File: src/rtl/srllt_pkg.sv
`default_nettype none
package srllt_pkg;
    localparam int TableEntries = 64;
    localparam int IdxW = $clog2(TableEntries);
    localparam int MaxOpenConn = 512;
    localparam int RefW = 10;
    localparam logic [47:0] Mask48 = 48'hFFFF_FFFF_FFFF;

    typedef enum logic [1:0] {
        OP_CHECK = 2'd0,
        OP_REQUEST = 2'd1,
        OP_COMPLETE = 2'd2,
        OP_TICK = 2'd3
    } t_opcode;

    typedef enum logic [2:0] {
        V_ALLOW = 3'd0,
        V_REFUSE = 3'd1,
        V_RATE = 3'd2,
        V_FORBID = 3'd3,
        V_FULL = 3'd4,
        V_UNKNOWN = 3'd5
    } t_verdict;

    localparam logic [1:0] REG_PERIOD = 2'd0;
    localparam logic [1:0] REG_WINDOW = 2'd1;
    localparam logic [1:0] REG_LOCKOUT = 2'd2;
    localparam logic [1:0] REG_MAXBAD = 2'd3;

    // Classified item passed from the front to the back.
    typedef struct packed {
        logic [1:0] opcode;
        logic [31:0] src_addr;
        logic [47:0] now_ms;
        logic auth_ok;
    } t_item;

    // One table entry, minus its valid bit.
    typedef struct packed {
        logic [31:0] src;
        logic [7:0] fail;
        logic [47:0] last;
        logic [47:0] expire;
        logic pend;
        logic [RefW-1:0] refs;
    } t_entry;

    typedef enum logic [2:0] {
        S_IDLE,
        S_SCAN,
        S_FETCH,
        S_EXEC,
        S_OUT
    } t_state;

    function automatic logic [47:0] deadline(input logic [47:0] now, input logic [21:0] d);
        logic [48:0] t;
        t = {1'b0, now} + {27'd0, d};
        return t[48] ? Mask48 : t[47:0];
    endfunction
endpackage
`default_nettype wire

File: src/rtl/srllt_front.sv
`default_nettype none
module srllt_front
    import srllt_pkg::*;
(
    input wire logic i_clk,
    input wire logic i_rst_n,
    input wire logic i_valid,
    output logic o_ready,
    input wire t_item i_item,
    output logic o_valid,
    input wire logic i_ready,
    output t_item o_item
);
    // Two-entry queue between front and back.
    t_item r_q [2];
    logic [1:0] r_cnt;
    logic r_rd, r_wr;
    logic push, pop;

    assign o_ready = (r_cnt != 2'd2);
    assign push = i_valid && o_ready;
    assign o_valid = (r_cnt != 2'd0);
    assign pop = o_valid && i_ready;
    assign o_item = r_q[r_rd];

    // Advance pointers and count
    always_ff @(posedge i_clk) begin
        if (!i_rst_n) begin
            r_cnt <= 2'd0;
            r_rd <= 1'b0;
            r_wr <= 1'b0;
        end else begin
            if (push) r_wr <= ~r_wr;
            if (pop) r_rd <= ~r_rd;
            r_cnt <= r_cnt + {1'b0, push} - {1'b0, pop};
        end
    end

    // Store item
    always_ff @(posedge i_clk) begin
        if (push) r_q[r_wr] <= i_item;
    end
endmodule
`default_nettype wire

File: config.mk
export PLATFORM = sky130hd
export DESIGN_NAME = srllt_front
export DESIGN_NICKNAME = d
export VERILOG_FILES = /design/src/rtl/srllt_pkg.sv /design/src/rtl/srllt_front.sv
export SDC_FILE = /design/constraint.sdc
export NUM_CORES = 1
export LEC_CHECK = 0
export ABC_AREA = 1
export CAP_MARGIN = 20
export CORE_MARGIN = 5
export CORE_UTILIZATION = 40
export DETAILED_ROUTE_END_ITERATION = 8
export DONT_BUFFER_PORTS = 1
export PLACE_DENSITY = 0.65
export SLEW_MARGIN = 10
export SYNTH_ARGS = -nofsm -noshare
export SYNTH_HDL_FRONTEND = slang
export SYNTH_SLANG_ARGS = --single-unit
File: constraint.sdc
create_clock -name i_clk -period 7.9 [get_ports i_clk]
set_input_delay 0 -clock i_clk [delete_from_list [all_inputs] [get_ports i_clk]]
set_output_delay 0 -clock i_clk [all_outputs]
set_load 0.05 [all_outputs]
==> flow_metrics.tcl <==
set metrics [dict create \
    status "finished, final reports clean" \
    fin_tns_setup_ns 0 \
    grt_pass1_vias 3190 \
    num_antenna_cells 0 \
    finalHoldViolations 0 \
    grt.overflow.total 0 \
    p_seq_frac 0.407 \
    post-route-util 0.514 \
    cts.sinks 171 \
    setup_viol 0 \
    yosysWarnings 0 \
    yosysSeqAreaShare 0.773 \
    cts_root_buf "clkbuf_16" \
    power_frac_clock 0.273 \
    combinationalPowerShare 0.320 \
    power.density_nw_per_um2 361 \
    wl_per_cell_um 18.5 \
    ys_top_cells_by_area "edfxtp_1 (76%), mux2_4 (16%), mux2_2 (2.2%), buf_12 (2.1%), dfxtp_1 (1.5%)" \
    grt_max_degree 84 \
    setup_ws_ns 5.42 \
    fin_worst_skew_ns 0.00789 \
    synth.distinct_cells 13 \
    startpoint_type "register" \
    rr_worst_depth 6 \
    cap_violations 0 \
    drc 0 \
    core_um2 16000 \
    net-switching-power_uw 1060 \
    clk_pin_slew_ns 0.06 \
    drt-initial-drc-count 100 \
    cpPeakStageDelay_ns 0.80 \
    cp.required_ns 7.90 \
    cts.htree.levels 4 \
    cts_buffers 17 \
    r2r-start "r_cnt[0]" \
    fin_nets 484 \
    wl_um 11500 \
    portBuffers 0 \
    cp-endpoint "o_item[20]" \
    worst-slew-pin-transition_ns 0.802 \
    layout-drive-gt1-share 0.290 \
    hp-class "input pin to register" \
    synth_area_per_cell_um2 22.4 \
    critPathKind "register to output pin" \
    die_y_um 138 \
    antenna_found_initial 0 \
    clk_path_buf_depth 2 \
    ant_nets 0 \
    grt_pass1_wl_um 17800 \
    arrival_ns 2.48 \
    hold-worst-slack_ns 0.0705 \
    synth_largest_area_cell "edfxtp_1" \
    area_growth_pct 25.0 \
    synth_seq_cells 171 \
    design.die.area_um2 19100 \
    ios 172 \
    clock_latency_ns 0.41 \
    path_cells "buf_4 -> mux2_4" \
    n_fill_cell 1302 \
    dpl.hpwl_um 7140 \
    synth_fp_nets 383 \
    start_util 0.411 \
    worst_path_max_delay_cell "dfxtp_4" \
    postCtsResizedCells 0 \
    p_int_uw 1910 \
    cts_tree "built" \
    max-slew-margin-rel 0.465 \
    maxSlewViolCount 0 \
    pre_cts_ws_ns 5.40 \
    synth_top_area_share 0.758 \
    timing.reg2reg.setup_slack_ns 5.60 \
    fmax_mhz 403 \
    r2r_end "r_q[0][55]" \
    vias_per_cell 4.74 \
    p_leak_uw 0.00292 \
    synthCells 294 \
    vdd_ir_drop_max_mv 0.216 \
    vias 2953 \
    gp_congestion 0.707 \
    grt.total_usage 0.121 \
    switching_share 0.356 \
    first_pass_iters 4 \
    worst_setup_path_end_kind "output pin" \
    rsz0062_at_grt "false" \
    period_share 0.314 \
    die_w_um 138 \
    netlist_area_um2 6580 \
    row_count 46 \
    post-route-min-period_ns 2.48 \
    path_max_fanout 44 \
]
==> Yosys cell counts <==
cell type,instances
a21oi_1,2
buf_12,7
buf_2,1
buf_6,1
dfxtp_1,5
edfxtp_1,166
ha_1,2
inv_1,7
mux2_2,13
mux2_4,70
nand2_1,9
nand3_1,3
nor2_1,8
==> worst min-delay path by stage <==
| stage | start | end | slack, ns | depth (start not counted) |
|---|---|---|---|---|
| 2_1_floorplan | i_rst_n | r_cnt[0] | 0.09 | 2 |
| 3_3_place_gp | i_rst_n | r_cnt[0] | 0.1 | 2 |
| 4_1_cts | i_valid | r_cnt[1] | 0.05 | 4 |
| 3_5_place_dp | i_item[38] | r_q[0][38] | 0.1 | 0 |
| 6_report | i_valid | r_cnt[1] | 0.07 | 4 |
| 5_1_grt | i_valid | r_cnt[1] | 0.07 | 4 |
==> cells in the final DEF (no fill, tap or decap) <==
cell and instances:
edfxtp_1 166, clkbuf_16 17, a21oi_1 2, nand2_1 9, dfxtp_4 1, mux2_2 13
buf_16 2, buf_4 3, inv_6 1, clkbuf_1 2, inv_1 6, clkinvlp_4 2
clkinv_4 2, dfxtp_1 4, bufinv_16 3, dlygate4sd3_1 86, mux2_4 70, clkinv_1 2
ha_1 2, nor2_4 1, clkinv_2 3, nor2_1 7, nand3_1 3
==> state kept, by name (all words and copies together) (netlist names), named ones only <==
name and cells:
r_rd 1, r_cnt 2, r_q 166, r_wr 1
==> per-stage QoR <==
step / std cells / cell area [um^2] / total power, uW
final: 623 / 8230 / 2970
after global routing: 623 / 8230 / 3090
after CTS: 621 / 8170 / 3000
after detailed placement: 504 / 6730 / 2140
after global placement: 504 / 6730 / 2120
after floorplan: 294 / 6580 / 2090
==> timing repair <==
| item | 4_1_cts | 5_1_grt |
|---|---|---|
| endpoints found under the hold margin | 171 | 0 |
| hold buffers | 86 | 0 |
| buffers inserted | 0 | 0 |
==> cells by family after synthesis <==
family          after synthesis  synth area share
flops                       171             0.773
simple gates                 20            0.0120
buf+inv                      16            0.0278
mux                          83             0.182
compound gates                2           0.00152
fa+ha+maj                     2           0.00380
==> worst max-delay path, delay by kind of cell, from the launching register on <==
family,cells,cell delay [ns]
multiplexers,1,0.45
flip-flops,1,0.80
buffers and inverters,1,0.77
==> power by group through the flow <==
stage               clock (uW)  combinational (uW)  sequential (uW)
floorplan                    0                 885             1200
global placement             0                 896             1230
detailed placement           0                 905             1240
CTS                        835                 948             1220
global route               876                 986             1220
finish                     812                 952             1210
==> cell type report <==
cell class,count,area (um^2),area share
repair buffers,91,938,0.114
multi-input cells,107,1320,0.160
flip-flops and latches,171,5090,0.619
inverters,7,27.5,0.00335
well taps,216,270,0.0329
clock buffers,19,433,0.0526
clock inverters,12,149,0.0181
==> per-layer routing <==
layer | up-vias | track usage | wire length, um
met4 | 0 | 0.0468 | 157
met5 | - | 0 | 0
li1 | 1345 | - | -
met3 | 12 | 0.0593 | 904
met2 | 122 | 0.201 | 5910
met1 | 1474 | 0.135 | 4550
(Power assumes the default switching activity.)
